## src/hdl/bec_pkg.sv

```systemverilog
package bec_pkg;

  // Event codes on the result channel
  typedef enum logic [1:0] {
    EV_NONE   = 2'd0,
    EV_CLICK  = 2'd1,
    EV_LONG   = 2'd2,
    EV_DOUBLE = 2'd3
  } event_e;

  // Press modes; the unused code behaves as plain click
  localparam logic [1:0] MODE_CLICK  = 2'd0;
  localparam logic [1:0] MODE_LONG   = 2'd1;
  localparam logic [1:0] MODE_REPEAT = 2'd2;

  // Configuration register indexes
  localparam int unsigned CFG_IDX_W = 3;
  localparam int unsigned CFG_DATA_W = 16;
  localparam logic [CFG_IDX_W-1:0] REG_PRESSED_LEVEL  = 3'd0;
  localparam logic [CFG_IDX_W-1:0] REG_PRESS_MODE     = 3'd1;
  localparam logic [CFG_IDX_W-1:0] REG_DBL_ENABLE     = 3'd2;
  localparam logic [CFG_IDX_W-1:0] REG_DEBOUNCE       = 3'd3;
  localparam logic [CFG_IDX_W-1:0] REG_LONG_PRESS     = 3'd4;
  localparam logic [CFG_IDX_W-1:0] REG_BEFORE_REPEAT  = 3'd5;
  localparam logic [CFG_IDX_W-1:0] REG_REPEAT_INTV    = 3'd6;
  localparam logic [CFG_IDX_W-1:0] REG_DBL_WINDOW     = 3'd7;

  // Reset values of the timing registers, in ms
  localparam logic [15:0] RST_DEBOUNCE      = 16'd50;
  localparam logic [15:0] RST_LONG_PRESS    = 16'd1000;
  localparam logic [15:0] RST_BEFORE_REPEAT = 16'd500;
  localparam logic [15:0] RST_REPEAT_INTV   = 16'd100;
  localparam logic [15:0] RST_DBL_WINDOW    = 16'd250;

  // Timestamp width and stream widths
  localparam int unsigned TIME_W = 32;
  localparam int unsigned IN_TDATA_W = 40;
  localparam int unsigned OUT_TDATA_W = 8;

  typedef struct packed {
    logic        pressed_level;
    logic [1:0]  press_mode;
    logic        dbl_click_enable;
    logic [15:0] min_hold_ms;
    logic [15:0] long_hold_ms;
    logic [15:0] rpt_delay_ms;
    logic [15:0] rpt_period_ms;
    logic [15:0] dbl_window_ms;
  } cfg_t;

endpackage

```

## src/hdl/bec_cfg_regs.sv

```systemverilog
module bec_cfg_regs
  import bec_pkg::*;
(
  input  logic                  clk,
  input  logic                  rst_n,
  input  logic                  cfg_wr_en,
  input  logic [CFG_IDX_W-1:0]  cfg_index,
  input  logic [CFG_DATA_W-1:0] cfg_wdata,
  output cfg_t                  cfg
);

  cfg_t cfg_r;

  // Write the addressed register; narrow registers keep the low bits
  always_ff @(posedge clk) begin
    if (!rst_n) begin
      cfg_r.pressed_level    <= 1'b0;
      cfg_r.press_mode       <= MODE_CLICK;
      cfg_r.dbl_click_enable <= 1'b0;
      cfg_r.min_hold_ms      <= RST_DEBOUNCE;
      cfg_r.long_hold_ms     <= RST_LONG_PRESS;
      cfg_r.rpt_delay_ms     <= RST_BEFORE_REPEAT;
      cfg_r.rpt_period_ms    <= RST_REPEAT_INTV;
      cfg_r.dbl_window_ms    <= RST_DBL_WINDOW;
    end else if (cfg_wr_en) begin
      case (cfg_index)
        REG_PRESSED_LEVEL: cfg_r.pressed_level    <= cfg_wdata[0];
        REG_PRESS_MODE:    cfg_r.press_mode       <= cfg_wdata[1:0];
        REG_DBL_ENABLE:    cfg_r.dbl_click_enable <= cfg_wdata[0];
        REG_DEBOUNCE:      cfg_r.min_hold_ms      <= cfg_wdata;
        REG_LONG_PRESS:    cfg_r.long_hold_ms     <= cfg_wdata;
        REG_BEFORE_REPEAT: cfg_r.rpt_delay_ms     <= cfg_wdata;
        REG_REPEAT_INTV:   cfg_r.rpt_period_ms    <= cfg_wdata;
        REG_DBL_WINDOW:    cfg_r.dbl_window_ms    <= cfg_wdata;
        default: ;
      endcase
    end
  end

  assign cfg = cfg_r;

endmodule

```

## src/hdl/bec_classify.sv

```systemverilog
module bec_classify
  import bec_pkg::*;
(
  input  logic              clk,
  input  logic              rst_n,
  input  logic              step,
  input  logic              pin_level,
  input  logic [TIME_W-1:0] now_ms,
  input  cfg_t              cfg,
  output event_e            event_code
);

  logic [TIME_W-1:0] press_stamp_r, press_stamp_nxt;
  logic [TIME_W-1:0] release_stamp_r, release_stamp_nxt;
  logic              long_done_r, long_done_nxt;
  logic              repeat_active_r, repeat_active_nxt;
  logic [1:0]        click_count_r, click_count_nxt;

  logic [TIME_W-1:0] start_ms;
  logic [TIME_W-1:0] held_ms;
  logic [TIME_W-1:0] gap_ms;
  logic              is_held;
  logic              was_held;
  logic              ge_long, ge_before, ge_intv, ge_deb, win_expired;
  logic              repeat_now;
  logic [1:0]        click_inc;

  // Hold time and release gap, each one wrapping subtract
  assign is_held   = (pin_level == cfg.pressed_level);
  assign was_held  = (press_stamp_r != '0);
  assign start_ms  = was_held ? press_stamp_r : now_ms;
  assign held_ms   = now_ms - start_ms;
  assign gap_ms    = now_ms - release_stamp_r;

  assign ge_long     = held_ms >= {{(TIME_W-16){1'b0}}, cfg.long_hold_ms};
  assign ge_before   = held_ms >= {{(TIME_W-16){1'b0}}, cfg.rpt_delay_ms};
  assign ge_intv     = held_ms >= {{(TIME_W-16){1'b0}}, cfg.rpt_period_ms};
  assign ge_deb      = held_ms >= {{(TIME_W-16){1'b0}}, cfg.min_hold_ms};
  assign win_expired = gap_ms  >= {{(TIME_W-16){1'b0}}, cfg.dbl_window_ms};
  assign repeat_now  = repeat_active_r | ge_before;
  assign click_inc   = click_count_r + 2'd1;

  // Classify the poll and work out the next button state
  always_comb begin
    press_stamp_nxt   = press_stamp_r;
    release_stamp_nxt = release_stamp_r;
    long_done_nxt     = long_done_r;
    repeat_active_nxt = repeat_active_r;
    click_count_nxt   = click_count_r;
    event_code        = EV_NONE;
    if (is_held) begin
      press_stamp_nxt = start_ms;
      case (cfg.press_mode)
        MODE_LONG: begin
          if (long_done_r) begin
            press_stamp_nxt = '0;
          end else if (ge_long) begin
            long_done_nxt = 1'b1;
            event_code    = EV_LONG;
          end
        end
        MODE_REPEAT: begin
          repeat_active_nxt = repeat_now;
          if (repeat_now && ge_intv) begin
            press_stamp_nxt = now_ms;
            event_code      = EV_CLICK;
          end
        end
        default: ;
      endcase
    end else begin
      // Release ends a qualifying hold
      if (was_held && !repeat_active_r && ge_deb) begin
        if (cfg.dbl_click_enable) begin
          if (click_inc == 2'd2) begin
            click_count_nxt   = '0;
            release_stamp_nxt = '0;
            event_code        = EV_DOUBLE;
          end else begin
            click_count_nxt   = click_inc;
            release_stamp_nxt = now_ms;
          end
        end else begin
          event_code = EV_CLICK;
        end
      end
      // Lone release turns into a click once the window runs out
      if (!was_held && cfg.dbl_click_enable && release_stamp_r != '0 && win_expired) begin
        event_code        = EV_CLICK;
        click_count_nxt   = '0;
        release_stamp_nxt = '0;
      end
      long_done_nxt     = 1'b0;
      repeat_active_nxt = 1'b0;
      press_stamp_nxt   = '0;
    end
  end

  // Commit state once per poll
  always_ff @(posedge clk) begin
    if (!rst_n) begin
      press_stamp_r   <= '0;
      release_stamp_r <= '0;
      long_done_r     <= 1'b0;
      repeat_active_r <= 1'b0;
      click_count_r   <= '0;
    end else if (step) begin
      press_stamp_r   <= press_stamp_nxt;
      release_stamp_r <= release_stamp_nxt;
      long_done_r     <= long_done_nxt;
      repeat_active_r <= repeat_active_nxt;
      click_count_r   <= click_count_nxt;
    end
  end

endmodule

```

## src/hdl/button_event_classifier.sv

```systemverilog
// Channel  | Dir | Handshake          | Payload
// in_      | in  | in_tvalid/tready   | in_tdata:  pin_level, now_ms
// out_     | out | out_tvalid/tready  | out_tdata: event_code
// cfg_     | in  | cfg_wr_en          | cfg_index, cfg_wdata
//
// One poll per clock cycle while the result side is not stalled; a poll leaves as a
// result after it is taken, through the input register and the result register.
// The classify logic (one 32-bit subtract per timestamp and a few compares)
// sits between those two registers.
// Reset is synchronous, active low, and clears state, configuration and valids.
// A stalled result holds in the output register; a new poll is still taken
// while the result register drains.
module button_event_classifier
  import bec_pkg::*;
(
  input  logic                   clk,
  input  logic                   rst_n,
  input  logic                   in_tvalid,
  output logic                   in_tready,
  input  logic [IN_TDATA_W-1:0]  in_tdata,   // [0] pin_level, [32:1] now_ms, rest zero
  output logic                   out_tvalid,
  input  logic                   out_tready,
  output logic [OUT_TDATA_W-1:0] out_tdata,  // [1:0] event_code, rest zero
  input  logic                   cfg_wr_en,
  input  logic [CFG_IDX_W-1:0]   cfg_index,
  input  logic [CFG_DATA_W-1:0]  cfg_wdata
);

  cfg_t              cfg;
  logic              poll_valid_r;
  logic              pin_level_r;
  logic [TIME_W-1:0] now_ms_r;
  logic              out_valid_r;
  event_e            event_code_r;
  event_e            event_code;
  logic              advance;

  bec_cfg_regs u_cfg (
    .clk       (clk),
    .rst_n     (rst_n),
    .cfg_wr_en (cfg_wr_en),
    .cfg_index (cfg_index),
    .cfg_wdata (cfg_wdata),
    .cfg       (cfg)
  );

  // Move a poll into the result register when that register is free
  assign advance   = poll_valid_r && (!out_valid_r || out_tready);
  assign in_tready = rst_n && (!poll_valid_r || advance);

  bec_classify u_classify (
    .clk        (clk),
    .rst_n      (rst_n),
    .step       (advance),
    .pin_level  (pin_level_r),
    .now_ms     (now_ms_r),
    .cfg        (cfg),
    .event_code (event_code)
  );

  // Input register
  always_ff @(posedge clk) begin
    if (!rst_n) begin
      poll_valid_r <= 1'b0;
    end else if (in_tready) begin
      poll_valid_r <= in_tvalid;
    end
  end

  always_ff @(posedge clk) begin
    if (in_tvalid && in_tready) begin
      pin_level_r <= in_tdata[0];
      now_ms_r    <= in_tdata[TIME_W:1];
    end
  end

  // Result register
  always_ff @(posedge clk) begin
    if (!rst_n) begin
      out_valid_r <= 1'b0;
    end else if (advance) begin
      out_valid_r <= 1'b1;
    end else if (out_tready) begin
      out_valid_r <= 1'b0;
    end
  end

  always_ff @(posedge clk) begin
    if (advance) begin
      event_code_r <= event_code;
    end
  end

  assign out_tvalid = out_valid_r;
  assign out_tdata  = {{(OUT_TDATA_W-2){1'b0}}, event_code_r};

endmodule

```

## config.mk

```make
export PLATFORM = sky130hd
export DESIGN_NAME = button_event_classifier
export DESIGN_NICKNAME = d
export VERILOG_FILES = /design/src/hdl/bec_pkg.sv /design/src/hdl/bec_cfg_regs.sv /design/src/hdl/bec_classify.sv /design/src/hdl/button_event_classifier.sv
export SDC_FILE = /design/constraint.sdc
export NUM_CORES = 1
export LEC_CHECK = 0
export BUFFER_PORTS_ARGS = -buffer_cell sky130_fd_sc_hd__buf_4
export CORE_UTILIZATION = 56
export DETAILED_ROUTE_END_ITERATION = 16
export HOLD_SLACK_MARGIN = 0.08
export PLACE_DENSITY = 0.75
export SKIP_LAST_GASP = 1
export SYNTH_ARGS = -nofsm -noshare
export SYNTH_HDL_FRONTEND = slang
export SYNTH_SLANG_ARGS = --single-unit
```

## constraint.sdc

```tcl
create_clock -name clk -period 6.5 [get_ports clk]
set_clock_uncertainty 0.15 [all_clocks]
set_input_delay 0 -clock clk [delete_from_list [all_inputs] [get_ports clk]]
set_output_delay 0 -clock clk [all_outputs]
set_load 0.01 [all_outputs]
```

==> results.cfg <==
[global_route]
overflow = 0
gr-usage-all-layers_pct = 32.4
grt_max_degree = 69
antenna_found_initial = 0
grt_pass1_wl_microns = 68500
first_global_vias = 13400

[drt]
drc = 0
initialDrtViolationCount = 1605
wl_per_cell_microns = 19.1
routed_wl_microns = 42900
first_pass_iters = 6
vias_per_cell = 6.40
ant_nets = 0
vias = 14400

[synth]
ys_seq_elements = 189
synth_cell_types = 80
synth_cells = 1843
synth-seq-area-share_pct = 28.6
synth-edff-count = 35
avgSynthCellArea_sq_um = 7.86
yosysWarningCount = 0
ys_async_sr_fraction_pct = 0
ys.flop_type = dfxtp_1
syn_area_sq_mm = 0.0145

[worst_setup_path]
path_class = register to register
worst-endpoint-required_ps = 6670
cp_slowest_cell = a221oi_1
crit_arrival_ps = 6360
cp_max_fo = 37
cp-end-kind = register
crit_chain = nor4_1 > nand4_1 > nor2_2 > buf_4 > a21o_1 > inv_1 > ha_1 > a21o_1 > a221oi_1 > nor3_1 > nor3b_1 > xnor2_1 > ha_1 > and4_1 > nand2_1 > a21oi_1 > o31ai_1 > and3_1 > o21ai_0 > o211ai_1 > nand4_1 > buf_12 > a21boi_0 > a2111oi_0
worst_path_largest_cell_delay_ps = 600
start_kind = register

[clock_network]
clkTransAtPathRegs_ps = 80
htreeDepth = 4
clock-sinks = 189
cts_resized = 0
clk_latency_ps = 440
clock_path_buffers = 2
numCtsBuffers = 17
cts_tree = yes
root_buffer = clkbuf_16

[sta]
finalHoldViolCount = 0
slew_violations = 0
fin_crit_sh_pct = 95.2
fmax_mhz = 162
relSlewSlack_pct = 13.6
layout_min_cycle_time_ps = 6190
timing.final.ws_setup_ps = 310
finalSetupViolCount = 0
finalSetupTns_ps = 0
rsz0062_at_grt = no
hold-worst-slack_ps = 120
tightest_slew_ps = 1290

[place]
placed_area_sq_mm = 0.0151
post-place-ws_ps = 423
dp_cells = 2152
gp_congestion = 0.939
port_buffers = 60
place.detailed.hpwl_microns = 30800

[pwr]
pwr_density_cell_mw_per_mm2 = 294
p_int_mw = 2.77
comb_power_share_pct = 51.5
irDropWorstVdd_mv = 0.243
seq_power_share_pct = 26.2
power_mw = 4.83
switching_share_pct = 42.7
p_leak_nw = 6.70
pwr-share-clk_pct = 22.3
switching_power_mw = 2.07

[cells_and_area]
stdcell_count = 2251
antenna_cells = 0
drive_above_1_share_pct = 7.18
final_util_pct = 65.0
final_cell_area_sq_mm = 0.0164
area_growth_syn_to_layout_pct = 13.4
nets = 2118
most-common-layout-cells = nand2_1 (283), a21oi_1 (183), inv_1 (156)
final_common_cell = nand2_1

[floorplanning]
ios = 74
die_area_sq_mm = 0.0265
die_w_microns = 163
coreArea_sq_mm = 0.0253
rows = 58
start_util_pct = 57.3
die_h_microns = 163

[min_path]
worstHoldPathType = primary input to register

[flow_run]
drv_cap = 0

[status]
status = finished clean
==> cell type report <==
cell class	count	area, sq um
fill	2217	8830
clock buffer	19	454
sequential	189	4130
multi-input combinational	1395	9370
timing repair buffer	147	1320
inverter	158	593
tap	330	413
clock inverter	13	140
==> power groups by stage <==
stage / clock network, mW / logic, mW / registers (mW)
after global routing: 1.13 / 2.77 / 1.27
after global placement: 0 / 2.34 / 1.29
final: 1.08 / 2.49 / 1.27
after detailed placement: 0 / 2.41 / 1.29
after floorplan: 0 / 1.74 / 1.28
after CTS: 1.08 / 2.45 / 1.27
==> logic make-up after synthesis <==
| family | after synthesis | synth area share (%) |
|---|---|---|
| muxes | 42 | 2.91 |
| adders and majority gates | 146 | 12.7 |
| DFF | 189 | 28.6 |
| and+or+nand+nor | 582 | 19.5 |
| buffers and inverters | 264 | 7.08 |
| other | 1 | 0.0259 |
| AOI/OAI and AO/OA | 578 | 26.7 |
| xor gates and xnor gates | 41 | 2.48 |
==> flip-flops by register name, indices dropped and copies added, names as in the netlist <==
| register | count |
|---|---|
| now_ms_r | 32 |
| event_code_r | 2 |
| u_classify.release_stamp_r | 32 |
| u_classify.repeat_active_r | 1 |
| u_classify.press_stamp_r | 32 |
| poll_valid_r | 1 |
| u_cfg.cfg | 84 |
| out_tvalid | 1 |
| u_classify.click_count_r | 2 |
| u_classify.long_done_r | 1 |
| pin_level_r | 1 |
==> Yosys cell counts (12+ instances only) <==
cell | n | area (sq um)
a221oi_1 | 32 | 280
a21o_1 | 61 | 458
a21oi_1 | 183 | 916
nand2_1 | 283 | 1060
dfxtp_1 | 154 | 3080
a221o_1 | 30 | 300
nand4_1 | 40 | 250
edfxtp_1 | 35 | 1050
nand3_1 | 36 | 180
o21ai_0 | 92 | 460
a31oi_1 | 13 | 81.3
or3b_1 | 32 | 280
nor4_1 | 23 | 144
clkbuf_1 | 82 | 308
xor2_1 | 20 | 175
xnor2_1 | 21 | 184
mux2i_1 | 41 | 410
and3_1 | 23 | 144
nand2b_1 | 19 | 119
nor3_1 | 21 | 105
o211ai_1 | 71 | 533
inv_1 | 156 | 586
a2111oi_0 | 12 | 105
nor2_1 | 63 | 236
ha_1 | 144 | 1800
a211oi_1 | 12 | 90.1
==> worst max-delay path: cells and delay by family, from the launching register on <==
kind / cells / cell delay (ps)
xor+xnor: 1 / 180
buf+inv: 3 / 590
compound gates: 9 / 2110
simple gates: 9 / 2000
flops: 1 / 350
fa+ha+maj: 2 / 680
==> final timing paths <==
path         slack [ps]                                        end  depth (start not counted)                                 startpoint
max                 310  u_classify.press_stamp_r[24]$_SDFFE_PN0P_                         24  u_classify.press_stamp_r[28]$_SDFFE_PN0P_
min                 120                     now_ms_r[26]$_DFFE_PP_                          2                               in_tdata[27]
min reg2reg         290   u_classify.click_count_r[1]$_SDFFE_PN0P_                          2   u_classify.click_count_r[1]$_SDFFE_PN0P_
max reg2reg         310  u_classify.press_stamp_r[24]$_SDFFE_PN0P_                         24  u_classify.press_stamp_r[28]$_SDFFE_PN0P_
==> routing by layer <==
metal / vias to the layer above / track usage [%] / routed length (microns)
met4: 0 / 10.3 / 1100
met3: 80 / 3.64 / 3420
met2: 640 / 52.2 / 19800
met5: - / 0 / 0
met1: 6829 / 45.2 / 18600
li1: 6856 / - / -
==> timing repair <==
item | CTS | global route
setup endpoints to repair | 0 | 10
endpoints found under the hold margin | 154 | 0
hold buffers | 65 | 0
setup buffers | 0 | 1
(Power assumes the default switching activity.)
